<file path="src/assert_macros.svh">
// ---------------------------------------------------------------------------
// Assertion macros shared by the frame receiver modules
// ---------------------------------------------------------------------------
`ifndef ASSERT_MACROS_SVH
`define ASSERT_MACROS_SVH

// Clocked check, off while reset is held
`define ASSERT_CLK(label, prop, msg) \
  label: assert property (@(posedge clk) disable iff (!rst_n) prop) else $error(msg);

// Clocked check that also holds during reset
`define ASSERT_ALWAYS(label, prop, msg) \
  label: assert property (@(posedge clk) prop) else $error(msg);

`endif

</file>
<file path="src/sofr_pkg.sv">
`timescale 1ns / 1ps
// ---------------------------------------------------------------------------
// sofr_pkg
// Constants and types of the start-byte framed message receiver.
// ---------------------------------------------------------------------------
package sofr_pkg;

  localparam logic [7:0] START_BYTE       = 8'hA5;
  localparam int         MAX_TARGETS      = 16;
  localparam int         PAYLOAD_CAPACITY = 64;
  localparam int         TGT_CNT_W        = 5;

  localparam logic KIND_PAYLOAD   = 1'b0;
  localparam logic KIND_EMPTY_END = 1'b1;

  typedef struct packed {
    logic       vld;
    logic [7:0] rx_byte;
  } sofr_item_t;

  typedef struct packed {
    logic       kind;
    logic [7:0] target_id;
    logic [7:0] command;
    logic [7:0] frame_length;
    logic [7:0] position;
    logic [7:0] payload_byte;
    logic       within_capacity;
    logic       frame_done;
    logic       target_valid;
  } sofr_result_t;

endpackage

</file>
<file path="src/sofr_in_stage.sv">
`timescale 1ns / 1ps
`include "assert_macros.svh"
// ---------------------------------------------------------------------------
// sofr_in_stage
// Input register: captures one received byte per transaction.
// ---------------------------------------------------------------------------
module sofr_in_stage
  import sofr_pkg::*;
(
  input  logic       clk,
  input  logic       rst_n,
  input  logic       in_tvalid,
  output logic       in_tready,
  input  logic [7:0] in_tdata,   // rx_byte[7:0]
  input  logic       adv,
  output sofr_item_t item
);

  logic       vld_r;
  logic [7:0] byte_r;

  assign in_tready    = !vld_r || adv;
  assign item.vld     = vld_r;
  assign item.rx_byte = byte_r;

  always_ff @(posedge clk) begin
    if (!rst_n) begin
      vld_r <= 1'b0;
    end else if (in_tready) begin
      vld_r <= in_tvalid;
    end
    if (in_tready && in_tvalid) begin
      byte_r <= in_tdata;
    end
  end

  `ASSERT_CLK(a_hold_unconsumed, vld_r && !adv |=> vld_r, "held byte lost before consumption")

endmodule

</file>
<file path="src/sofr_parser.sv">
`timescale 1ns / 1ps
`include "assert_macros.svh"
// ---------------------------------------------------------------------------
// sofr_parser
// Frame state machine: hunts for the start byte, latches the header and
// forms one result per payload byte or per empty frame.
// ---------------------------------------------------------------------------
module sofr_parser
  import sofr_pkg::*;
(
  input  logic                 clk,
  input  logic                 rst_n,
  input  logic                 cfg_wr_en,
  input  logic [TGT_CNT_W-1:0] cfg_wr_data,
  input  sofr_item_t           item,
  input  logic                 out_free,
  output logic                 adv,
  output logic                 res_vld,
  output sofr_result_t         res
);

  typedef enum logic [2:0] {
    ST_HUNT    = 3'd0,
    ST_TARGET  = 3'd1,
    ST_COMMAND = 3'd2,
    ST_LENGTH  = 3'd3,
    ST_DATA    = 3'd4
  } state_t;

  state_t               state_r, state_nxt;
  logic [7:0]           held_target_r, held_target_nxt;
  logic [7:0]           held_command_r, held_command_nxt;
  logic [7:0]           held_length_r, held_length_nxt;
  logic [7:0]           byte_index_r, byte_index_nxt;
  logic [TGT_CNT_W-1:0] reg_targets_r;
  logic                 has_res;
  logic [7:0]           index_inc;

  assign index_inc = byte_index_r + 8'd1;

  always_comb begin
    state_nxt        = state_r;
    held_target_nxt  = held_target_r;
    held_command_nxt = held_command_r;
    held_length_nxt  = held_length_r;
    byte_index_nxt   = byte_index_r;
    has_res          = 1'b0;

    res.kind            = KIND_PAYLOAD;
    res.target_id       = held_target_r;
    res.command         = held_command_r;
    res.frame_length    = held_length_r;
    res.position        = byte_index_r;
    res.payload_byte    = item.rx_byte;
    res.within_capacity = byte_index_r < 8'(PAYLOAD_CAPACITY);
    res.frame_done      = index_inc == held_length_r;
    res.target_valid    = (held_target_r < {{(8-TGT_CNT_W){1'b0}}, reg_targets_r}) &&
                          (held_target_r < 8'(MAX_TARGETS));

    unique case (state_r)
      ST_HUNT: begin
        if (item.rx_byte == START_BYTE) begin
          state_nxt = ST_TARGET;
        end
      end
      ST_TARGET: begin
        held_target_nxt = item.rx_byte;
        state_nxt       = ST_COMMAND;
      end
      ST_COMMAND: begin
        held_command_nxt = item.rx_byte;
        state_nxt        = ST_LENGTH;
      end
      ST_LENGTH: begin
        held_length_nxt = item.rx_byte;
        byte_index_nxt  = 8'd0;
        if (item.rx_byte == 8'd0) begin
          // empty frame: report against the header just completed
          has_res             = 1'b1;
          res.kind            = KIND_EMPTY_END;
          res.frame_length    = 8'd0;
          res.position        = 8'd0;
          res.payload_byte    = 8'd0;
          res.within_capacity = 1'b0;
          res.frame_done      = 1'b1;
          state_nxt           = ST_HUNT;
        end else begin
          state_nxt = ST_DATA;
        end
      end
      ST_DATA: begin
        has_res        = 1'b1;
        byte_index_nxt = index_inc;
        if (res.frame_done) begin
          state_nxt = ST_HUNT;
        end
      end
      default: begin
        state_nxt = ST_HUNT;
      end
    endcase
  end

  // consume the held byte unless its result has nowhere to go
  assign adv     = item.vld && (!has_res || out_free);
  assign res_vld = adv && has_res;

  always_ff @(posedge clk) begin
    if (!rst_n) begin
      state_r        <= ST_HUNT;
      held_target_r  <= 8'd0;
      held_command_r <= 8'd0;
      held_length_r  <= 8'd0;
      byte_index_r   <= 8'd0;
      reg_targets_r  <= '0;
    end else begin
      if (cfg_wr_en) begin
        reg_targets_r <= cfg_wr_data;
      end
      if (adv) begin
        state_r        <= state_nxt;
        held_target_r  <= held_target_nxt;
        held_command_r <= held_command_nxt;
        held_length_r  <= held_length_nxt;
        byte_index_r   <= byte_index_nxt;
      end
    end
  end

  `ASSERT_ALWAYS(a_index_in_frame, state_r == ST_DATA |-> byte_index_r < held_length_r, "payload index beyond frame length")
  `ASSERT_CLK(a_done_to_hunt, res_vld && res.frame_done |=> state_r == ST_HUNT, "frame end did not return to hunting")
  `ASSERT_CLK(a_empty_end, res_vld && res.kind == KIND_EMPTY_END |-> res.frame_done && res.position == 8'd0, "empty frame result malformed")

endmodule

</file>
<file path="src/sofr_out_stage.sv">
`timescale 1ns / 1ps
`include "assert_macros.svh"
// ---------------------------------------------------------------------------
// sofr_out_stage
// Result register: holds one result until the downstream side takes it.
// ---------------------------------------------------------------------------
module sofr_out_stage
  import sofr_pkg::*;
(
  input  logic         clk,
  input  logic         rst_n,
  input  logic         res_vld,
  input  sofr_result_t res,
  output logic         out_free,
  output logic         out_tvalid,
  input  logic         out_tready,
  output sofr_result_t out_res
);

  logic         vld_r;
  sofr_result_t res_r;

  assign out_free   = !vld_r || out_tready;
  assign out_tvalid = vld_r;
  assign out_res    = res_r;

  always_ff @(posedge clk) begin
    if (!rst_n) begin
      vld_r <= 1'b0;
    end else if (out_free) begin
      vld_r <= res_vld;
    end
    if (res_vld) begin
      res_r <= res;
    end
  end

  `ASSERT_CLK(a_no_overwrite, res_vld |-> out_free, "result loaded over a pending one")

endmodule

</file>
<file path="src/sof_length_frame_receiver.sv">
`timescale 1ns / 1ps
// Path: an accepted byte is held in the input register, and its result, if any, is
// registered in the output stage once that stage is free to take it.
// Throughput: one byte per cycle unless a result waits on a full output stage.
// Header bytes and bytes dropped while hunting give no result and do not wait for the output.
// Reset (rst_n low, synchronous): hunting for the start byte, header fields and
// payload index zero, registered target count zero, both stages empty.
// ---------------------------------------------------------------------------
// sof_length_frame_receiver
// Frames a byte stream into start-byte, length-prefixed messages and reports
// each payload byte and each empty frame with its header fields.
// ---------------------------------------------------------------------------
module sof_length_frame_receiver
  import sofr_pkg::*;
(
  input  logic                 clk,
  input  logic                 rst_n,
  input  logic                 cfg_wr_en,
  input  logic [TGT_CNT_W-1:0] cfg_wr_data,   // registered_targets[4:0]
  input  logic                 in_tvalid,
  output logic                 in_tready,
  input  logic [7:0]           in_tdata,      // rx_byte[7:0]
  output logic                 out_tvalid,
  input  logic                 out_tready,
  // target_id[7:0], command[15:8], frame_length[23:16], position[31:24],
  // payload_byte[39:32], within_capacity[40], target_valid[41], zero[47:42]
  output logic [47:0]          out_tdata,
  output logic                 out_tlast,     // frame_done
  output logic                 out_tuser      // kind
);

  sofr_item_t   item;
  sofr_result_t res;
  sofr_result_t out_res;
  logic         adv;
  logic         res_vld;
  logic         out_free;

  sofr_in_stage u_in (
    .clk       (clk),
    .rst_n     (rst_n),
    .in_tvalid (in_tvalid),
    .in_tready (in_tready),
    .in_tdata  (in_tdata),
    .adv       (adv),
    .item      (item)
  );

  sofr_parser u_parser (
    .clk         (clk),
    .rst_n       (rst_n),
    .cfg_wr_en   (cfg_wr_en),
    .cfg_wr_data (cfg_wr_data),
    .item        (item),
    .out_free    (out_free),
    .adv         (adv),
    .res_vld     (res_vld),
    .res         (res)
  );

  sofr_out_stage u_out (
    .clk        (clk),
    .rst_n      (rst_n),
    .res_vld    (res_vld),
    .res        (res),
    .out_free   (out_free),
    .out_tvalid (out_tvalid),
    .out_tready (out_tready),
    .out_res    (out_res)
  );

  assign out_tdata = {6'b0, out_res.target_valid, out_res.within_capacity,
                      out_res.payload_byte, out_res.position, out_res.frame_length,
                      out_res.command, out_res.target_id};
  assign out_tlast = out_res.frame_done;
  assign out_tuser = out_res.kind;

endmodule

</file>
<file path="config.mk">
export PLATFORM = sky130hd
export DESIGN_NAME = sof_length_frame_receiver
export DESIGN_NICKNAME = d
export VERILOG_FILES = /design/src/sofr_pkg.sv /design/src/sofr_in_stage.sv /design/src/sofr_parser.sv /design/src/sofr_out_stage.sv /design/src/sof_length_frame_receiver.sv
export VERILOG_INCLUDE_DIRS = /design/src /design/src/src
export SDC_FILE = /design/constraint.sdc
export NUM_CORES = 1
export LEC_CHECK = 0
export BUFFER_PORTS_ARGS = -buffer_cell sky130_fd_sc_hd__buf_4
export CAP_MARGIN = 20
export CORE_ASPECT_RATIO = 0.7
export CORE_MARGIN = 2
export CORE_UTILIZATION = 45
export DETAILED_ROUTE_END_ITERATION = 12
export PLACE_DENSITY = 0.69
export SYNTH_ARGS = -nofsm -noshare
export SYNTH_HDL_FRONTEND = slang
export SYNTH_SLANG_ARGS = --single-unit
</file>
<file path="constraint.sdc">
create_clock -name clk -period 4.5 [get_ports clk]
set_input_delay 0.9 -clock clk [delete_from_list [all_inputs] [get_ports clk]]
set_output_delay 0.9 -clock clk [all_outputs]
set_load 0.02 [all_outputs]
</file>
* Yosys cells after proc, flatten, opt, wreduce, memory -nomap -nowiden
Index checks and enable logic that the tools add are counted.
** Operators by class
- Order comparisons :: 3
- Eq/ne operators :: 8
- Reductions and logical operators :: 18
- Add/subtract/negate cells :: 1
- Muxes and demuxes :: 9
** Operator list (count)
- $mux W26 :: 2
- $pmux W8 S2 :: 1
- $pmux W3 S5 :: 1
- $mux W3 :: 3
- $add A8 B1 Y8 const B :: 1
- $eq A8 B8 Y1 :: 1
- $eq A8 B8 Y1 const B :: 1
- $logic_not A8 Y1 :: 1
- $lt A8 B5 Y1 :: 1
- $lt A8 B5 Y1 const B :: 1
- $lt A8 B7 Y1 const B :: 1
- $reduce_and A2 Y1 :: 4
- $eq A3 B2 Y1 const B :: 2
- $logic_and A1 B1 Y1 :: 4
- $ne A2 B1 Y1 const B :: 2
- $eq A3 B1 Y1 const B :: 1
- $eq A3 B3 Y1 const B :: 1
- $logic_not A1 Y1 :: 3
- $logic_not A3 Y1 :: 1
- $logic_or A1 B1 Y1 :: 3
- $reduce_and A3 Y1 :: 1
- $pmux W1 S2 :: 1
- $reduce_bool A2 Y1 :: 1
- $mux W1 :: 1
** Storage, ports and cells
- Bits of input ports :: 18
- Word-level logic and storage cells :: 57
- Output and inout port bits :: 52
- Register bits after elaboration :: 94

* Longest topological paths before layout
Gate-level depths: netlist of the first run.
- Depth after elaboration :: 8
- Gate-level depth with buffers :: 7
- Depth with buffers taken out :: 6

* Cells and area by module
A second synthesis of the first run with hierarchy kept.
** Second synthesis, totals
- Cell total of the unflattened synthesis :: 338
- Area, all modules :: 3901.2 µm²
** Modules (own cells, without submodules)
- sofr_parser :: cells an instance 269, times used 1, area an instance 2177.1 µm²
- sofr_out_stage :: cells an instance 48, times used 1, area an instance 1370.1 µm²
- sofr_in_stage :: cells an instance 14, times used 1, area an instance 305.3 µm²
- sof_length_frame_receiver :: cells an instance 7, times used 1, area an instance 48.8 µm²

* Worst setup path after synthesis of the first run
OpenSTA, ideal clock, no wires.
- Path kind :: input-to-reg
- Start :: in out_tready
- End :: reg u_out.res_r, in the netlist u_out.out_res[0] (enable)
- Required time :: 4055 ps
- Arrival time :: 3118 ps
- Buffers on the path :: 0
- Stages on the path :: 3
- Library setup time :: 445 ps
- Slack :: 937 ps
- Path through :: nand2b_1 o21ai_1 nor2_1
** On the way
- Cells in the longest elaborated chain, start to end :: 4
** RTL lines
- from (decl) :: RTL line sof_length_frame_receiver.sv:24 : input logic out_tready,
- $logic_or A1 B1 Y1 :: RTL line sofr_out_stage.sv:23 : assign out_free = !vld_r || out_tready;
- $logic_or A1 B1 Y1 :: RTL line sofr_parser.sv:105 : assign adv = item.vld && (!has_res || out_free);
- $logic_and A1 B1 Y1 :: RTL line sofr_parser.sv:105
- $logic_and A1 B1 Y1 :: RTL line sofr_parser.sv:106 : assign res_vld = adv && has_res;
- via res_vld :: RTL line sof_length_frame_receiver.sv:36 : logic res_vld;
- to (signal assigned) :: RTL line sofr_out_stage.sv:34 : res_r <= res;
- to (decl) :: RTL line sofr_out_stage.sv:21 : sofr_result_t res_r;
The timed path passes the listed nets, and every way through them passes these cells.
A chain may end at the register's enable or synchronous reset.

* Worst setup path in the final report of the first run
- Start :: reg u_in.byte_r[6]
- End :: out in_tready
** On the way
- Cells in the longest elaborated chain, start to end :: 7
** RTL lines
- from (decl) :: RTL line sofr_in_stage.sv:20 : logic [7:0] byte_r;
- from (signal assigned) :: RTL line sofr_in_stage.sv:33 : byte_r <= in_tdata;
- $logic_not A8 Y1 :: RTL line sofr_parser.sv:77 : if (item.rx_byte == 8'd0) begin
- $mux W1 :: RTL line sofr_parser.sv:77
- $pmux W1 S2 :: RTL line sofr_parser.sv:60 : unique case (state_r)
- $logic_not A1 Y1 :: RTL line sofr_parser.sv:105
- $logic_or A1 B1 Y1 :: RTL line sofr_parser.sv:105
- $logic_and A1 B1 Y1 :: RTL line sofr_parser.sv:105
- $logic_or A1 B1 Y1 :: RTL line sofr_in_stage.sv:22 : assign in_tready = !vld_r || adv;
- to (decl) :: RTL line sof_length_frame_receiver.sv:21 : output logic in_tready,
Every way passes these cells.

==> summary.txt, run 1 <==
Status
  – Outcome: completed

Worst setup path
  – Reg2reg end: u_out.out_res[6]$_DFFE_PP_
  – Worst setup path startpoint: u_in.byte_r[6]$_DFFE_PP_
  – CP peak stage delay: 0.48 ns
  – Setup crit end: in_tready
  – Slowest stage cell, crit path: nor4_4
  – Critical path depth in cells: 4
  – CP endpoint kind: output pin
  – Crit Path Max Fanout: 7
  – WP buf/inv: 1
  – Worst reg-to-reg path cell count: 5
  – Crit Path Category: flip-flop to output pin
  – R2R Setup Slk: 1.87 ns
  – Setup crit start kind: flip-flop
  – R2R Path Start: u_parser.state_r[2]$_SDFFE_PN0P_
  – Worst Path Required: 3.60 ns
  – Worst Path Arrival: 2.14 ns
  – CP delay by family, top: simple AND/OR/NAND/NOR gates
  – Critical path, cell by cell: nor4_4 > a31oi_4 > or3_1 > buf_4

Clocking
  – H-tree levels: 3
  – Clock Tree Buf Depth: 2
  – TritonCTS clock tree: built
  – Clock sink count: 94
  – Clock transition at path regs: 0.07 ns
  – Cts bufs inserted: 9
  – CTS Hold Bufs: 0
  – Post-CTS resize count: 0
  – Root buf cell: clkbuf_16
  – Skew-Pair Late Insertion Delay: 0.34 ns
  – Setup Fix Bufs, Post-CTS: 0

STA
  – Slew @ Worst Pin: 0.8296 ns
  – Final hold slack: 0.4304 ns
  – Post-route setup TNS: 0 ns
  – Fraction of the cycle the final worst path needs: 67.48%
  – Fmax: 329.3 MHz
  – Max transition margin: 44.55%
  – RSZ-0062 raised after global routing: false
  – Hold Vio Cnt, Final: 0
  – Setup ws final: 1.463 ns
  – Tmin final: 3.037 ns
  – Clk_skew: 0.005665 ns
  – Final setup vio count: 0
  – Max-slew violation count: 0

Finish
  – Syn-to-layout area delta: 19.87%
  – Non-filler cells, final: 516
  – Fill cells: 730
  – Layout cells sized above 1: 22.73%
  – ANT cells: 0
  – Final nets: 414

Route
  – Vias per cell: 5.116
  – Metal2 WL: 3280 um
  – Top sig layer: met4
  – WL per Instance: 15.82 um
  – M1 WL: 4223 um
  – DRT Pass-1 Iters: 4
  – Via count: 2640
  – Post-DRT Antenna Nets: 0
  – Total Wirelength: 8165 um
  – Met3 WL post-DR: 509 um
  – DRC: 0
  – Initial drt markers: 164

GRT
  – GR Overflow Total: 0
  – Initial antenna violation count: 0
  – First-pass GRT wire length: 13300 um
  – Vias in the first global route: 2451
  – Aggregate global-route resource usage: 18.09%
  – Largest net degree at the start of global routing: 43

Power
  – P_sw: 0.3685 mW
  – Internal: 1.332 mW
  – Worst IR Drop VDD: 0.1507 mV
  – Switching share of total power: 21.67%
  – Comb pwr share: 2.7%
  – Clock Power Share: 43.0%
  – LEAKAGE: 1.828 nW
  – Power density cells: 354.2 mW/mm2
  – Flop pwr share: 54.3%

Floorplanning
  – Initial core utilization: 46.85%
  – Die H: 82.93 um
  – Die area: 0.009683 mm2
  – Num ports: 70
  – Die W: 116.8 um
  – Row Count: 28
  – Core footprint: 0.008548 mm2

Worst hold path
  – HP Class: flip-flop to flip-flop
  – Hold Path Stages: 0

Synthesis
  – Primary FF master, synth: edfxtp_1
  – Asr flop ratio synth: 0%
  – Yosys warns: 0
  – Cell Area, Synth: 0.004005 mm2
  – Post-synthesis sequential area ratio: 59.98%
  – Yosys reg bits: 94
  – Post-Syn Instances: 341
  – Unique masters post-synth: 53
  – EDFF count, synth: 52
  – Avg Inst Size Synth: 11.75 um2

Placed design
  – IO Port Bufs: 63
  – Gpl congestion: 0.8655
  – Final HPWL DP: 5854 um
  – Placed Instances: 500
  – Setup WS pre-CTS: 1.682 ns

Job
  – Number of max-cap violations: 0
==> sequential cells by signal, summed over array words and instances, names as in the netlist <==
name	count
u_parser.held_target_r	8
u_parser.held_length_r	8
u_out.out_tvalid	1
u_parser.reg_targets_r	5
u_parser.byte_index_r	8
u_parser.held_command_r	8
u_out.out_res	44
u_parser.state_r	3
u_in.byte_r	8
u_in.vld_r	1
==> worst min path at each step <==
| stage | startpoint | end | slack (ns) |
|---|---|---|---|
| 2_1_floorplan | u_parser.held_command_r[0]$_SDFFE_PN0P_ | u_out.out_res[27]$_DFFE_PP_ | 0.41 |
| 3_3_place_gp | u_parser.held_command_r[1]$_SDFFE_PN0P_ | u_out.out_res[28]$_DFFE_PP_ | 0.41 |
| 6_report | u_parser.held_command_r[0]$_SDFFE_PN0P_ | u_out.out_res[27]$_DFFE_PP_ | 0.43 |
| 3_5_place_dp | u_parser.held_command_r[0]$_SDFFE_PN0P_ | u_out.out_res[27]$_DFFE_PP_ | 0.42 |
| 4_1_cts | u_parser.held_command_r[0]$_SDFFE_PN0P_ | u_out.out_res[27]$_DFFE_PP_ | 0.43 |
| 5_1_grt | u_parser.held_command_r[0]$_SDFFE_PN0P_ | u_out.out_res[27]$_DFFE_PP_ | 0.44 |
==> cell families after synthesis <==
group / after synthesis / share of synthesized area (%)
multiplexers: 14 / 3.499
AO/OA/AOI/OAI: 55 / 10.75
adder cells (fa/ha/maj): 5 / 1.562
buffers and inverters: 39 / 4.592
XOR/XNOR: 10 / 2.187
AND/OR/NAND/NOR: 123 / 17.34
flip-flops: 94 / 59.98
other: 1 / 0.09363
==> cells in the mapped netlist, types with 3 or more instances <==
master | count | area (um2)
nor3_1 | 4 | 20.02
a31oi_1 | 4 | 25.02
nor2_1 | 12 | 45.04
and2_1 | 18 | 112.6
xor2_1 | 4 | 35.03
nor2b_1 | 17 | 106.4
buf_4 | 7 | 52.55
inv_1 | 9 | 33.78
o21ai_0 | 7 | 35.03
mux2i_1 | 14 | 140.1
nand3_1 | 6 | 30.03
or4_1 | 3 | 22.52
edfxtp_1 | 52 | 1562
a21o_1 | 4 | 30.03
clkbuf_1 | 19 | 71.32
nand2_1 | 40 | 150.1
a21boi_0 | 23 | 172.7
dfxtp_1 | 42 | 840.8
ha_1 | 5 | 62.56
nand2b_1 | 3 | 18.77
buf_2 | 3 | 15.01
xnor2_1 | 6 | 52.55
and3_1 | 4 | 25.02
==> per-stage QoR <==
step / cell area (um2) / util [%] / total power [mW]
after global routing: 4801 / 56.16 / 1.754
after floorplan: 4024 / - / 0.9753
after global placement: 4512 / 52.78 / 0.9869
after detailed placement: 4512 / 52.78 / 0.9887
final: 4801 / 56.16 / 1.700
after CTS: 4801 / 56.16 / 1.714
==> placed cells by master, fill, tap and decap left out, drive strengths merged, types with 2 or more instances in the layout <==
| master | instances |
|---|---|
| buf | 64 |
| edfxtp | 52 |
| dfxtp | 42 |
| nand2 | 40 |
| a21boi | 25 |
| and2 | 18 |
| nor2b | 17 |
| mux2i | 14 |
| inv | 13 |
| nor2 | 12 |
| clkbuf | 10 |
| o21ai | 8 |
| nand3 | 6 |
| xnor2 | 6 |
| conb | 6 |
| ha | 5 |
| a31oi | 5 |
| nor3 | 4 |
| xor2 | 4 |
| and3 | 4 |
| a21o | 4 |
| nand2b | 3 |
| or4 | 3 |
| nor4 | 3 |
| or3 | 2 |
| nand3b | 2 |
| nand4 | 2 |
| nor3b | 2 |
| o221ai | 2 |
| o211ai | 2 |
==> power by group through the flow <==
stage	sequential [mW]	combinational [mW]	clock [mW]
floorplan	0.939	0.0366	0
detailed placement	0.943	0.0461	0
global route	0.925	0.0510	0.778
global placement	0.942	0.0454	0
CTS	0.923	0.0463	0.745
finish	0.924	0.0459	0.731
==> layer usage <==
layer	global-route usage [%]	vias up
met5	0	-
met3	4.453	10
met1	28.86	1249
met2	23.28	91
met4	6.738	0
li1	-	1290
==> layout make-up <==
| cell class | count | area [um2] | share of cell area (%) |
|---|---|---|---|
| inverters | 9 | 33.78 | 0.7037 |
| repair buffers | 64 | 480.5 | 10.01 |
| well taps | 120 | 150.1 | 3.127 |
| multi-input cells | 213 | 1445 | 30.10 |
| clock inverters | 6 | 50.05 | 1.042 |
| clock buffers | 10 | 239.0 | 4.978 |
| flip-flops and latches | 94 | 2402 | 50.04 |
(Power assumes the default switching activity.)
==> run 2, diff against run 1 <==
--- a/config.mk
+++ b/config.mk
@@ -6,13 +6,14 @@
 export SDC_FILE = /design/constraint.sdc
 export NUM_CORES = 1
 export LEC_CHECK = 0
+export ABC_AREA = 1
 export BUFFER_PORTS_ARGS = -buffer_cell sky130_fd_sc_hd__buf_4
 export CAP_MARGIN = 20
 export CORE_ASPECT_RATIO = 0.7
 export CORE_MARGIN = 2
 export CORE_UTILIZATION = 45
 export DETAILED_ROUTE_END_ITERATION = 12
-export PLACE_DENSITY = 0.69
+export PLACE_DENSITY = 0.7
 export SYNTH_ARGS = -nofsm -noshare
 export SYNTH_HDL_FRONTEND = slang
 export SYNTH_SLANG_ARGS = --single-unit
==> constraint.sdc (replaced) <==
create_clock -name clk -period 3.2 [get_ports clk]
set_input_delay 0.64 -clock clk [delete_from_list [all_inputs] [get_ports clk]]
set_output_delay 0.64 -clock clk [all_outputs]
set_load 0.02 [all_outputs]
==> summary.txt, run 2 <==
Synthesis
  – Cell Area, Synth: 0.003909 mm2 (-2.4%)
  – Asr flop ratio synth: 0% (unchanged)
  – Post-Syn Instances: 397 (+16%)
  – Synth top cells by count: nand2_1 (55), edfxtp_1 (52), nor2_1 (48)
  – Primary FF master, synth: edfxtp_1
  – Yosys warns: 0 (unchanged)
  – Largest cells by area after synthesis: edfxtp_1 (40%), dfxtp_1 (22%), nand2_1 (5.3%), a21oi_1 (4.6%), nor2_1 (4.6%)
  – Avg Inst Size Synth: 9.846 um2 (-16%)
  – Yosys reg bits: 94 (unchanged)
  – Synth top area share: 39.95% (+0.96 points)
  – EDFF count, synth: 52 (unchanged)
  – Post-synthesis sequential area ratio: 61.46% (+1.5 points)
  – Most frequent cell after synthesis: nand2_1
  – Unique masters post-synth: 37 (-30%)
  – Cell accounting for the most synthesized area: edfxtp_1

Placed design
  – Setup WS pre-CTS: 0.9860 ns (-0.6964 ns)
  – Gpl congestion: 0.8960 (+3.5%)
  – Placed Instances: 566 (+13%)
  – Final HPWL DP: 6052 um (+3.4%)
  – IO Port Bufs: 63 (unchanged)

STA
  – Setup ws final: 0.7732 ns (-0.6900 ns)
  – RSZ-0062 raised after global routing: false
  – Hold Vio Cnt, Final: 0 (unchanged)
  – Tmin final: 2.427 ns
  – Fmax: 412.1 MHz
  – Fraction of the cycle the final worst path needs: 75.84%
  – Final setup vio count: 0 (unchanged)
  – Max-slew violation count: 0 (unchanged)
  – Max transition margin: 58.09% (+14 points)
  – Clk_skew: 0.007399 ns (+0.001735 ns)
  – Post-route setup TNS: 0 ns (unchanged)
  – Slew @ Worst Pin: 0.6253 ns (-0.2043 ns)

Worst setup path
  – Worst setup path startpoint: u_in.byte_r[5]$_DFFE_PP_
  – Setup crit start kind: flip-flop
  – Worst Path Arrival: 1.79 ns (-0.35 ns)
  – Crit Path Category: flip-flop to output pin
  – CP endpoint kind: output pin
  – Worst Path Required: 2.56 ns (-1.04 ns)
  – R2R Path Start: u_in.byte_r[1]$_DFFE_PP_
  – Crit Path Max Fanout: 6 (-1)

Floorplanning
  – Die H: 81.98 um (-1.2%)
  – Initial core utilization: 46.30% (-0.56 points)
  – Die area: 0.009460 mm2 (-2.3%)
  – Core footprint: 0.008443 mm2 (-1.2%)
  – Row Count: 28 (unchanged)
  – Num ports: 70 (unchanged)
  – Die W: 115.4 um (-1.2%)

Worst hold path
  – Hold_sp: u_parser.held_target_r[0]$_SDFFE_PN0P_
  – HP Class: flip-flop to flip-flop

Clocking
  – Cts bufs inserted: 9 (unchanged)
  – Clock Tree Buf Depth: 2 (unchanged)
  – H-tree levels: 3 (unchanged)
  – Skew-Pair Late Insertion Delay: 0.34 ns (about the same)
  – TritonCTS clock tree: built
  – CTS Hold Bufs: 0 (unchanged)
  – Setup Fix Bufs, Post-CTS: 0 (unchanged)
  – Root buf cell: clkbuf_16
  – Clock transition at path regs: 0.06 ns (about the same)
  – Post-CTS resize count: 0 (unchanged)
  – Clock sink count: 94 (unchanged)

Status
  – Outcome: completed

Finish
  – Syn-to-layout area delta: 21.57%
  – Non-filler cells, final: 582 (+13%)
  – Layout cells sized above 1: 23.16% (+0.43 points)
  – ANT cells: 0 (unchanged)
  – Fill cells: 709 (-2.9%)
  – Most common cell after layout, fill and taps aside: buf_4
  – Final nets: 480 (+16%)
  – Max reg flops: 44 (unchanged)
  – Most frequent cells in the layout: buf_4 (63), nand2_1 (55), edfxtp_1 (52)

Power
  – Power density cells: 509.0 mW/mm2 (+44%)
  – LEAKAGE: 1.954 nW (+6.9%)
  – Worst IR Drop VDD: 0.2185 mV (+45%)

Route
  – Total Wirelength: 8290 um (+1.5%)
  – Post-DRT Antenna Nets: 0 (unchanged)
  – Via count: 2835 (+7.4%)
  – WL per Instance: 14.24 um (-10%)
  – DRT Pass-1 Iters: 4 (unchanged)
  – Initial drt markers: 259 (+58%)
  – DRC: 0 (unchanged)
  – Vias per cell: 4.871 (-4.8%)

GRT
  – First-pass GRT wire length: 13280 um (-0.11%)
  – Vias in the first global route: 2616 (+6.7%)
  – Initial antenna violation count: 0 (unchanged)
  – Aggregate global-route resource usage: 18.83% (+0.73 points)
  – Largest net degree at the start of global routing: 36 (-16%)
  – GR Overflow Total: 0 (unchanged)

Job
  – Number of max-cap violations: 0 (unchanged)
[run 2: changes by cell type after synthesis, sizes merged, moves of 5 or more]
cell    previous run  this run
a21boi            25         1
a21oi              1        41
a31oi              5         0
and2              18         1
clkbuf            19        12
inv                9        49
mux2i             14         0
nand2             40        65
nand3              6        29
nor2              12        52
nor2b             17         0
o21ai              8        26
xnor2              6         1
[run 2: final timing paths]
path                                      end  slack, ns  depth (start not counted)
hold / removal    u_out.out_res[35]$_DFFE_PP_       0.43                          0
setup reg to reg  u_out.out_res[33]$_DFFE_PP_       1.00                         11
setup / recovery                    in_tready       0.77                          7
hold reg to reg   u_out.out_res[35]$_DFFE_PP_       0.43                          0
[run 2: cell families after synthesis]
logic type      after synthesis  synth area share, %
simple gates                153                18.09
flops                        94                61.46
other cells                   1              0.09594
fa+ha+maj                     5                1.601
xor+xnor                      2               0.4482
buf+inv                      71                8.099
compound gates               71                10.21
[run 2: critical path: stages, from the launching register on]
cell and delay (ns):
edfxtp_1 0.45, nor2_1 0.19, nand3_1 0.10, nor2_2 0.16, nand2_2 0.09, nand2_2 0.11, nand3_1 0.14, buf_4 0.20
[run 2: stage by stage]
step                      power (mW)  util, %  instance area, um2  hold WS (ns)
after global routing           2.501    56.28                4752        0.4392
after CTS                      2.436    56.28                4752        0.4319
after detailed placement       1.388    52.74                4453        0.4166
after floorplan                1.364        -                3928        0.4082
final                          2.419    56.28                4752        0.4328
after global placement         1.385    52.74                4453        0.4147
[run 2: layout make-up]
type / instances / area [um2] / share of cell area (%)
flip-flops and latches: 94 / 2402 / 50.55
multi-input cells: 237 / 1209 / 25.43
repair buffers: 64 / 493.0 / 10.37
clock buffers: 10 / 229.0 / 4.818
inverters: 51 / 198.9 / 4.186
well taps: 120 / 150.1 / 3.160
clock inverters: 6 / 70.07 / 1.474
[run 2: power breakdown]
group          leakage (nW)  internal [mW]  switching (mW)  total (mW)
sequential            0.857           1.28          0.0104        1.29
combinational         0.948         0.0269          0.0454      0.0723
clock                 0.149          0.614           0.444        1.06
[run 2: metal layers]
metal / GRT usage [%] / up-vias / routed length (um)
li1: - / 1411 / -
met4: 5.542 / 0 / 81
met2: 27.43 / 88 / 3495
met5: 0 / - / 0
met3: 4.502 / 5 / 557
met1: 27.82 / 1331 / 4156
